$ cat src/rtl/core/oidst_pkg.sv
// ----------------------------------------------------------------------------
// Ordered id set table package
// Shared item types, operation codes and the control state encoding.
// ----------------------------------------------------------------------------
package oidst_pkg;

   typedef logic [1:0] op_type;

   localparam op_type OP_LOOKUP = 2'd0;
   localparam op_type OP_ADD    = 2'd1;
   localparam op_type OP_DELETE = 2'd2;

   typedef struct packed {
      op_type      op;
      logic [31:0] conn_id;
      logic [31:0] entry_payload;
   } req_type;

   typedef struct packed {
      logic       status;
      logic       found;
      logic [3:0] index;
      logic [4:0] count;
   } rsp_type;

   typedef struct packed {
      logic valid;
      logic load;
      logic shift;
   } cell_ctrl_type;

   typedef enum logic [1:0] {
      ST_IDLE,
      ST_MATCH,
      ST_RESOLVE
   } state_type;

endpackage

$ cat src/rtl/core/oidst_cell.sv
// ----------------------------------------------------------------------------
// Ordered id set table cell
// Holds one entry, compares its id against the request and takes either a new
// entry or the contents of its upper neighbor.
// ----------------------------------------------------------------------------
module oidst_cell
   import oidst_pkg::*;
#(
   parameter int PAYLOAD_WIDTH = 32
) (
   input  logic                     clock,
   input  cell_ctrl_type            ctrl,
   input  logic [31:0]              cmp_id,
   input  logic [31:0]              new_id,
   input  logic [PAYLOAD_WIDTH-1:0] new_data,
   input  logic [31:0]              nbr_id,
   input  logic [PAYLOAD_WIDTH-1:0] nbr_data,
   output logic [31:0]              id_ff,
   output logic [PAYLOAD_WIDTH-1:0] data_ff,
   output logic                     match_ff
);

   logic [31:0]              id_in;
   logic [PAYLOAD_WIDTH-1:0] data_in;
   logic                     match_in;

   always_comb begin
      id_in    = id_ff;
      data_in  = data_ff;
      match_in = ctrl.valid && (id_ff == cmp_id);
      if (ctrl.load) begin
         id_in   = new_id;
         data_in = new_data;
      end else if (ctrl.shift) begin
         id_in   = nbr_id;
         data_in = nbr_data;
      end
   end

   always_ff @(posedge clock) begin
      id_ff    <= id_in;
      data_ff  <= data_in;
      match_ff <= match_in;
   end

endmodule

$ cat src/rtl/core/ordered_id_set_table_core.sv
// ----------------------------------------------------------------------------
// Ordered id set table core
// An accepted item is compared by the registered cell row in the match step,
// then resolved and applied in the resolve and update step, which waits
// while a held result is not taken; only then is a new item accepted.
// Reset clears the entry count, the control state and the result valid flag;
// entry contents stay undefined until written.
// ----------------------------------------------------------------------------
module ordered_id_set_table_core
   import oidst_pkg::*;
#(
   parameter int DEPTH         = 16,
   parameter int PAYLOAD_WIDTH = 32
) (
   input  logic    clock,
   input  logic    reset,
   input  logic    req_valid,
   output logic    req_ready,
   input  req_type req_data,
   output logic    rsp_valid,
   input  logic    rsp_ready,
   output rsp_type rsp_data
);

   localparam int IDX_W = $clog2(DEPTH);
   localparam int CNT_W = $clog2(DEPTH + 1);

   state_type                state_ff, state_in;
   req_type                  req_ff, req_in;
   logic [CNT_W-1:0]         count_ff, count_in;
   logic                     rsp_valid_ff, rsp_valid_in;
   rsp_type                  rsp_ff, rsp_in;

   logic [31:0]              cell_id   [DEPTH+1];
   logic [PAYLOAD_WIDTH-1:0] cell_data [DEPTH+1];
   logic [DEPTH-1:0]         match;
   cell_ctrl_type            ctrl [DEPTH];

   logic [PAYLOAD_WIDTH+31:0] payload_wide;
   logic [PAYLOAD_WIDTH-1:0]  new_data;
   logic [IDX_W-1:0]          hit_idx;
   logic [IDX_W+3:0]          idx_wide;
   logic [CNT_W+4:0]          cnt_wide;
   logic                      found;
   logic                      full;
   logic                      add_ok;
   logic                      del_ok;
   logic                      fire;
   logic                      update;

   assign payload_wide = {{PAYLOAD_WIDTH{1'b0}}, req_ff.entry_payload};
   assign new_data     = payload_wide[PAYLOAD_WIDTH-1:0];

   assign cell_id[DEPTH]   = '0;
   assign cell_data[DEPTH] = '0;

   genvar gi;
   generate
      for (gi = 0; gi < DEPTH; gi++) begin : g_cell
         always_comb begin
            ctrl[gi].valid = CNT_W'(gi) < count_ff;
            ctrl[gi].load  = update && add_ok && (CNT_W'(gi) == count_ff);
            ctrl[gi].shift = update && del_ok && (IDX_W'(gi) >= hit_idx);
         end

         oidst_cell #(
            .PAYLOAD_WIDTH(PAYLOAD_WIDTH)
         ) u_cell (
            .clock    (clock),
            .ctrl     (ctrl[gi]),
            .cmp_id   (req_ff.conn_id),
            .new_id   (req_ff.conn_id),
            .new_data (new_data),
            .nbr_id   (cell_id[gi+1]),
            .nbr_data (cell_data[gi+1]),
            .id_ff    (cell_id[gi]),
            .data_ff  (cell_data[gi]),
            .match_ff (match[gi])
         );
      end
   endgenerate

   always_comb begin
      hit_idx = '0;
      for (int i = 0; i < DEPTH; i++) begin
         hit_idx = hit_idx | (match[i] ? IDX_W'(i) : '0);
      end
   end

   assign found    = |match;
   assign full     = count_ff == CNT_W'(DEPTH);
   assign add_ok   = (req_ff.op == OP_ADD) && !found && !full;
   assign del_ok   = (req_ff.op == OP_DELETE) && found;
   assign fire     = !rsp_valid_ff || rsp_ready;
   assign update   = (state_ff == ST_RESOLVE) && fire;
   assign idx_wide = {4'b0, hit_idx};

   always_comb begin
      state_in     = state_ff;
      req_in       = req_ff;
      count_in     = count_ff;
      rsp_in       = rsp_ff;
      rsp_valid_in = rsp_valid_ff && !rsp_ready;
      cnt_wide     = '0;
      case (state_ff)
         ST_IDLE: begin
            if (req_valid) begin
               req_in   = req_data;
               state_in = ST_MATCH;
            end
         end
         ST_MATCH: begin
            state_in = ST_RESOLVE;
         end
         ST_RESOLVE: begin
            if (fire) begin
               count_in      = count_ff + CNT_W'(add_ok) - CNT_W'(del_ok);
               cnt_wide      = {5'b0, count_in};
               rsp_in.status = !(((req_ff.op == OP_LOOKUP) && found) || add_ok || del_ok);
               rsp_in.found  = found;
               rsp_in.index  = idx_wide[3:0];
               rsp_in.count  = cnt_wide[4:0];
               rsp_valid_in  = 1'b1;
               state_in      = ST_IDLE;
            end
         end
         default: begin
            state_in = ST_IDLE;
         end
      endcase
   end

   always_ff @(posedge clock) begin
      if (reset) begin
         state_ff     <= ST_IDLE;
         count_ff     <= '0;
         rsp_valid_ff <= 1'b0;
      end else begin
         state_ff     <= state_in;
         count_ff     <= count_in;
         rsp_valid_ff <= rsp_valid_in;
      end
   end

   always_ff @(posedge clock) begin
      req_ff <= req_in;
      rsp_ff <= rsp_in;
   end

   assign req_ready = state_ff == ST_IDLE;
   assign rsp_valid = rsp_valid_ff;
   assign rsp_data  = rsp_ff;

`ifndef SYNTHESIS
   a_count_bound: assert property (@(posedge clock) disable iff (reset)
      count_ff <= CNT_W'(DEPTH))
      else $error("Entry count exceeds the table depth.");

   a_unique_match: assert property (@(posedge clock) disable iff (reset)
      (state_ff == ST_RESOLVE) |-> $onehot0(match))
      else $error("More than one entry matches the requested id.");

   a_count_hold: assert property (@(posedge clock) disable iff (reset)
      !update |=> $stable(count_ff))
      else $error("Entry count changed outside an update.");

   a_result_timing: assert property (@(posedge clock) disable iff (reset)
      (state_ff == ST_MATCH) |=> (state_ff == ST_RESOLVE))
      else $error("Compare step was not followed by the resolve step.");
`endif

endmodule

$ cat config.mk
export PLATFORM = sky130hd
export DESIGN_NAME = ordered_id_set_table_core
export DESIGN_NICKNAME = d
export VERILOG_FILES = /design/src/rtl/core/oidst_pkg.sv /design/src/rtl/core/oidst_cell.sv /design/src/rtl/core/ordered_id_set_table_core.sv
export SDC_FILE = /design/constraint.sdc
export NUM_CORES = 1
export LEC_CHECK = 0
export ABC_AREA = 1
export BUFFER_PORTS_ARGS = -buffer_cell sky130_fd_sc_hd__buf_4
export CAP_MARGIN = 10
export CORE_UTILIZATION = 44
export CTS_CLUSTER_SIZE = 12
export DETAILED_ROUTE_END_ITERATION = 16
export PLACE_DENSITY = 0.61
export SLEW_MARGIN = 20
export SYNTH_ARGS = -nofsm -noshare
export SYNTH_HDL_FRONTEND = slang
export SYNTH_SLANG_ARGS = --single-unit
$ cat constraint.sdc
create_clock -name clock -period 8.95 [get_ports clock]
set_input_delay 0.895 -clock clock [delete_from_list [all_inputs] [get_ports clock]]
set_output_delay 0.895 -clock clock [all_outputs]
set_load 0.02 [all_outputs]
==> summary.txt, run 1 <==
Clock tree
  • Clock transition at path regs: 0.06 ns
  • Clk_lat worst skew: 0.62 ns
  • CTS tree: yes
  • Post-cts hold buffer count: 0
  • Post-CTS setup buffers: 0
  • Clock Path Buffers: 3
  • Num CTS Buffers: 67
  • Clk sinks: 581
  • CTS-repair resized insts: 0
  • Clk Tree Root Cell: clkbuf_16
  • H-tree levels: 3

STA
  • Fmax: 279 MHz
  • Slew HR: 32.2%
  • Number of setup violations in the final report: 0
  • Min Tclk post-route: 3.59 ns
  • Fin. max-slew vios: 0
  • Fin Setup TNS: 0 ns
  • RSZ-0062 raised after global routing: false
  • Final clock skew: 0.0263 ns
  • Slew at the pin with the worst max-slew slack: 1.02 ns
  • Hold Fails Final Rpt: 0
  • Fin crit share: 40.1%

Die
  • Die X: 266 µm
  • Vert. Die Dim: 266 µm
  • Initial core utilization: 44.5%
  • Row cnt: 96
  • Io pins: 83
  • Die area: 70600 µm²
  • Core ar.: 68700 µm²

Detailed routing
  • Drt pass-1 iters: 6
  • Drt drc: 0
  • Post-DRT Antenna Nets: 0
  • DRT iter0 DRCs: 2756
  • Vias/cell: 5.61
  • Routed WL per cell: 24.5 µm
  • Final wirelength: 106000 µm
  • Via count: 24118

Yosys
  • Synth warnings: 0
  • Seq cells post-synth: 581
  • Synth unique cells: 35
  • Sequential fraction of the synthesis area: 56.2%
  • Syn nets: 3439
  • Mapped Area: 30600 µm²
  • Mean area per synthesized cell: 9.12 µm²
  • Number of flops mapped to enable cells by yosys: 557
  • Async S/R FF share, synth: 0%
  • Synthesized instance count: 3354
  • Prevailing post-synth register cell: edfxtp_1

Layout
  • Fin nets: 3408
  • Share of cells above drive strength 1: 8.04%
  • Post-route core utilization: 49.0%
  • Area Growth Syn to Fin: 10.0%

Power
  • Switching pwr: 1530 µW
  • Net Sw Frac: 25.0%
  • Power per cell area: 182 nW/µm²
  • Worst VDD drop: 0.000154 V
  • Clock power share: 42.7%
  • Comb power frac: 8.6%
  • Flop pwr share: 48.7%
  • Pleak: 0.0131 µW
  • Cell internal pwr: 4600 µW

Min path
  • Hold path depth: 1
  • Type of the most critical hold path: primary input to flop
  • Hold_sp: req_data[54]
  • WHS Endpoint: req_ff[54]

Global route
  • Vias in the first global route: 22447
  • Largest net degree at the start of global routing: 66
  • First-pass GRT wire length: 152000 µm
  • GRT overflow: 0
  • Initial antenna violation count: 6
  • Overall Global Routing Usage: 30.1%

Setup path
  • Critical Path End Type: flop
  • R2r startpoint: count_ff[2]
  • FF-to-FF End: g_cell[6].u_cell.id_ff[20]
  • Setup CP Type: flop to flop
  • CP startpoint kind: flop
  • Worst endpoint data arrival time: 3.85 ns
  • Reg2reg path depth: 8
  • WP data required: 9.21 ns
  • CP Max Fanout: 65
  • Register-to-register setup slack: 5.36 ns

Placed design
  • IO Port Bufs: 50
  • GP Congestion: 0.949
  • Post-DP HPWL: 70300 µm

Job
  • Max-Cap Viols: 0

Outcome
  • Status: finished clean
==> per-stage QoR <==
step | area (µm²) | setup WS (ns) | power, µW | hold WS, ns | std cells
floorplan | 30600 | 4.31 | 3310 | 0.443 | 3354
global placement | 31600 | 5.25 | 3550 | 0.461 | 4185
detailed placement | 31600 | 5.20 | 3560 | 0.470 | 4185
CTS | 33700 | 5.20 | 6140 | 0.426 | 4300
global route | 33700 | 4.97 | 6260 | 0.435 | 4300
finish | 33700 | 5.36 | 6130 | 0.446 | 4301
==> Yosys cell counts, types with 24 or more instances <==
master	instances	area, µm²
buf_6	30	338
dfxtp_1	24	480
xor2_1	143	1250
o21ai_0	367	1840
nand3_1	59	295
edfxtp_1	557	16700
nor3_1	73	365
buf_2	53	265
inv_1	146	548
clkbuf_1	130	488
nor2_1	296	1110
o21ai_1	280	1400
xnor2_1	100	876
nand2_1	958	3600
==> cell families (layout without fill, tap and decap cells) <==
logic type | count (synthesis) | in the layout | share of synthesized area [%]
AOI/OAI and AO/OA | 687 | 687 | 11.5
buffers and inverters | 392 | 407 | 5.93
other | 0 | 1 | 0
xor gates and xnor gates | 243 | 243 | 6.95
and+or+nand+nor | 1436 | 1436 | 18.8
adders and majority gates | 15 | 15 | 0.638
DFF | 581 | 581 | 56.2
==> how the worst max path moves through the flow <==
stage                      startpoint                          to  slack (ns)
final                     count_ff[2]  g_cell[6].u_cell.id_ff[20]        5.36
after global routing      count_ff[2]  g_cell[6].u_cell.id_ff[29]        4.97
after CTS                 count_ff[2]  g_cell[14].u_cell.id_ff[7]        5.20
after detailed placement  count_ff[2]  g_cell[14].u_cell.id_ff[4]        5.20
after global placement      rsp_ready  g_cell[14].u_cell.id_ff[5]        5.25
after floorplan             rsp_ready   g_cell[4].u_cell.id_ff[0]        4.31
==> critical path, cell delays in order (launching register included) <==
cell	delay, ns
dfxtp_1	0.49
inv_1	0.21
ha_1	0.26
nand3_1	0.10
nand3_1	0.17
nor2_8	0.37
nand3_2	0.83
nand3_1	0.34
buf_4	0.40
==> power by group through the flow <==
stage               registers, µW  logic [µW]  clock network (µW)
detailed placement           3040         514                   0
CTS                          2980         516                2640
finish                       2980         527                2620
global placement             3040         511                   0
floorplan                    3030         281                   0
global route                 2980         553                2730
==> layout make-up <==
cell class / instances / area [µm²]
flip-flops and latches: 581 / 17200
clock inverters: 21 / 154
diodes: 1 / 2.50
well taps: 931 / 1160
inverters: 151 / 567
fillers: 6606 / 35000
multi-input cells: 2381 / 11600
repair buffers: 141 / 1060
clock buffers: 94 / 1860
==> state kept, by name, indices dropped and copies added, names as in the netlist <==
register / cells
req_ff: 34
g_cell.u_cell.match_ff: 16
rsp_valid: 1
state_ff: 2
rsp_data: 11
g_cell.u_cell.id_ff: 512
count_ff: 5
==> routing by layer <==
layer | part of all wire [%] | track usage [%] | vias to the layer above
met2 | 46 | 48.7 | 1074
met3 | 7.9 | 4.62 | 307
met1 | 40 | 38.9 | 11537
li1 | - | - | 11196
met4 | 5.7 | 16.0 | 4
met5 | 0.027 | 0 | -
==> cells in the final DEF, fill, tap and decap left out, types with 15 or more instances in the layout <==
master | Yosys | layout
o21ai_0 | 367 | 364
edfxtp_1 | 557 | 557
o21ai_1 | 280 | 280
nor3_1 | 73 | 73
inv_1 | 146 | 145
nand4_1 | 21 | 21
clkbuf_16 | 0 | 69
xor2_1 | 143 | 143
xnor2_1 | 100 | 100
buf_4 | 13 | 141
dfxtp_1 | 24 | 24
clkbuf_1 | 130 | 21
nor2_1 | 296 | 295
nand3_1 | 59 | 52
nand2_1 | 958 | 958
or2_2 | 15 | 15
Power figures use the tool's default switching activity.
==> run 2, diff against run 1 <==
--- a/config.mk
+++ b/config.mk
@@ -11,7 +11,7 @@
 export CORE_UTILIZATION = 44
 export CTS_CLUSTER_SIZE = 12
 export DETAILED_ROUTE_END_ITERATION = 16
-export PLACE_DENSITY = 0.61
+export PLACE_DENSITY = 0.63
 export SLEW_MARGIN = 20
 export SYNTH_ARGS = -nofsm -noshare
 export SYNTH_HDL_FRONTEND = slang
==> constraint.sdc (replaced) <==
create_clock -name clock -period 3.1 [get_ports clock]
set_input_delay 0.31 -clock clock [delete_from_list [all_inputs] [get_ports clock]]
set_output_delay 0.31 -clock clock [all_outputs]
set_load 0.02 [all_outputs]
==> run 2 against run 1 <==
Maximum frequency up 33%; non-clock buffer count up 77; total power rose to 2.9 times the previous value; final area up 3.3%; sequential share of layout area down 1.6 points; flip-flop and latch count unchanged.
==> summary.txt, run 2 (synthesis results as in run 1) <==
STA
  • Slew HR: 35.3%
  • Number of setup violations in the final report: 0
  • Final clock skew: 0.0256 ns
  • Fin. max-slew vios: 0
  • Slew at the pin with the worst max-slew slack: 0.970 ns
  • Fin crit share: 87.0%
  • Fin Setup TNS: 0 ns
  • Final worst slack: 0.403 ns
  • Fmax: 371 MHz
  • RSZ-0062 raised after global routing: false
  • Hold Fails Final Rpt: 0
  • Min Tclk post-route: 2.70 ns

Setup path
  • Slowest-stage cell, CP: fa_1
  • Register-to-register setup slack: 0.40 ns
  • Max stage delay on crit path: 0.43 ns
  • Setup CP Type: flop to flop
  • CP Max Fanout: 4
  • Worst endpoint data arrival time: 3.06 ns
  • WP buf/inv: 4
  • R2r startpoint: count_ff[3]
  • Critical path's top delay family: adder cells
  • FF-to-FF End: rsp_data[4]
  • Critical Path End Type: flop
  • CP startpoint kind: flop
  • Critical-path cell list: inv_1 -> ha_1 -> nand3_1 -> nand3_1 -> nor2_8 -> inv_1 -> ha_1 -> inv_1 -> ha_1 -> fa_1 -> nand2_1 -> o211ai_1 -> xor2_1 -> inv_1
  • WP data required: 3.46 ns
  • Reg2reg path depth: 14
  • Most common cell on crit path: inv_1

Clock tree
  • Clk_lat worst skew: 0.62 ns
  • CTS tree: yes
  • Post-CTS setup buffers: 0
  • H-tree levels: 3
  • Clk sinks: 581
  • Num CTS Buffers: 67
  • Clock transition at path regs: 0.06 ns
  • Clk Tree Root Cell: clkbuf_16
  • Clock Path Buffers: 3
  • CTS-repair resized insts: 0

Detailed routing
  • Final wirelength: 108000 µm
  • Met3 WL: 10200 µm
  • Routed WL per cell: 24.5 µm
  • Via count: 24780
  • Met1 Routed Length: 41200 µm
  • Drt pass-1 iters: 6
  • DR top layer: met5
  • Drt drc: 0
  • Vias/cell: 5.65
  • Post-DRT Antenna Nets: 0
  • Metal2 WL: 49700 µm
  • DRT iter0 DRCs: 3029

Placed design
  • Post-DP HPWL: 75000 µm
  • IO Port Bufs: 50
  • GP Congestion: 0.969
  • Pre-CTS setup slack: 0.406 ns

Layout
  • Area Growth Syn to Fin: 13.6%
  • Top reg by flops: g_cell.u_cell.id_ff
  • Largest registers: g_cell.u_cell.id_ff: 512 flops, req_ff: 34 flops, g_cell.u_cell.match_ff: 16 flops
  • Most frequent cells in the layout: nand2_1, edfxtp_1, o21ai_0
  • Fin nets: 3485
  • Largest register FFs: 512
  • Commonest non-fill, non-tap cell in the layout: nand2_1
  • Share of cells above drive strength 1: 9.15%

Die
  • Die X: 266 µm
  • Vert. Die Dim: 266 µm
  • Die area: 70600 µm²
  • Initial core utilization: 44.5%
  • Row cnt: 96
  • Core ar.: 68700 µm²
  • Io pins: 83

Global route
  • First-pass GRT wire length: 157000 µm
  • GRT overflow: 0
  • Overall Global Routing Usage: 30.7%
  • Largest net degree at the start of global routing: 66
  • Vias in the first global route: 23381
  • Initial antenna violation count: 3

Min path
  • Type of the most critical hold path: primary input to flop
  • Hold path depth: 4
  • Hold_sp: rsp_ready
  • WHS Endpoint: state_ff[1]

Outcome
  • Status: finished clean

Power
  • Pleak: 0.0136 µW
  • Worst VDD drop: 0.000490 V
  • Power per cell area: 517 nW/µm²

Job
  • Max-Cap Viols: 0
run 2: changes by cell type in the layout (fill, tap and decap cells not counted), moves of 2 or more:
cell / previous run / this run
clkbuf_1: 21 / 18
clkinv_1: 14 / 18
clkinv_8: 0 / 2
buf_4: 141 / 151
dlygate4sd3_1: 0 / 37
clkinv_2: 7 / 11
buf_12: 0 / 30
run 2: worst max-delay path by stage:
stage,to,slack [ns],start,cells after the start
after global placement,rsp_data[4],0.40,count_ff[3],14
after global routing,rsp_data[4],0.22,count_ff[3],14
after CTS,rsp_data[4],0.39,count_ff[3],14
after floorplan,rsp_data[4],0.19,count_ff[2],15
after detailed placement,rsp_data[4],0.41,count_ff[3],14
final,rsp_data[4],0.40,count_ff[3],14
run 2: layout make-up:
class                           instances  area, µm²
Fill cell                            6493      33900
Sequential cell                       581      17200
Multi-Input combinational cell       2381      11600
Timing Repair Buffer                  218       2100
Clock buffer                           90       1840
Tap cell                              931       1160
Inverter                              151        567
Clock inverter                         32        253
Antenna cell                            2       5.00
run 2: timing repair:
| item | CTS | global route |
|---|---|---|
| endpoints found under the setup margin | 0 | 0 |
| hold buffers | 37 | 0 |
| hold endpoints to repair | 40 | 0 |
run 2: tightest hold or removal path, stage by stage:
cell and delay [ns]:
buf_4 0.08, nor2_1 0.07, nand2_1 0.07, a211oi_1 0.06
run 2: per-layer routing:
metal,vias up,track usage (%)
li1,11355,-
met1,11788,38.6
met2,1297,50.2
met3,338,5.69
met4,2,16.6
met5,-,0
run 2: report_power, final:
group	internal (µW)	switching, µW	total, µW
Clock	4420	3300	7730
Sequential	8560	53.0	8610
Combinational	479	1160	1640
run 2: metrics by stage:
step	std cells	power (µW)	cell area (µm²)	hold WS, ns	utilization, %
floorplan	3354	9570	30600	0.409	-
global route	4384	18400	34800	0.0499	50.6
finish	4386	18000	34800	0.0270	50.6
detailed placement	4225	10300	32300	0.468	47.0
global placement	4225	10300	32300	0.459	47.0
CTS	4384	18000	34800	0.00256	50.6
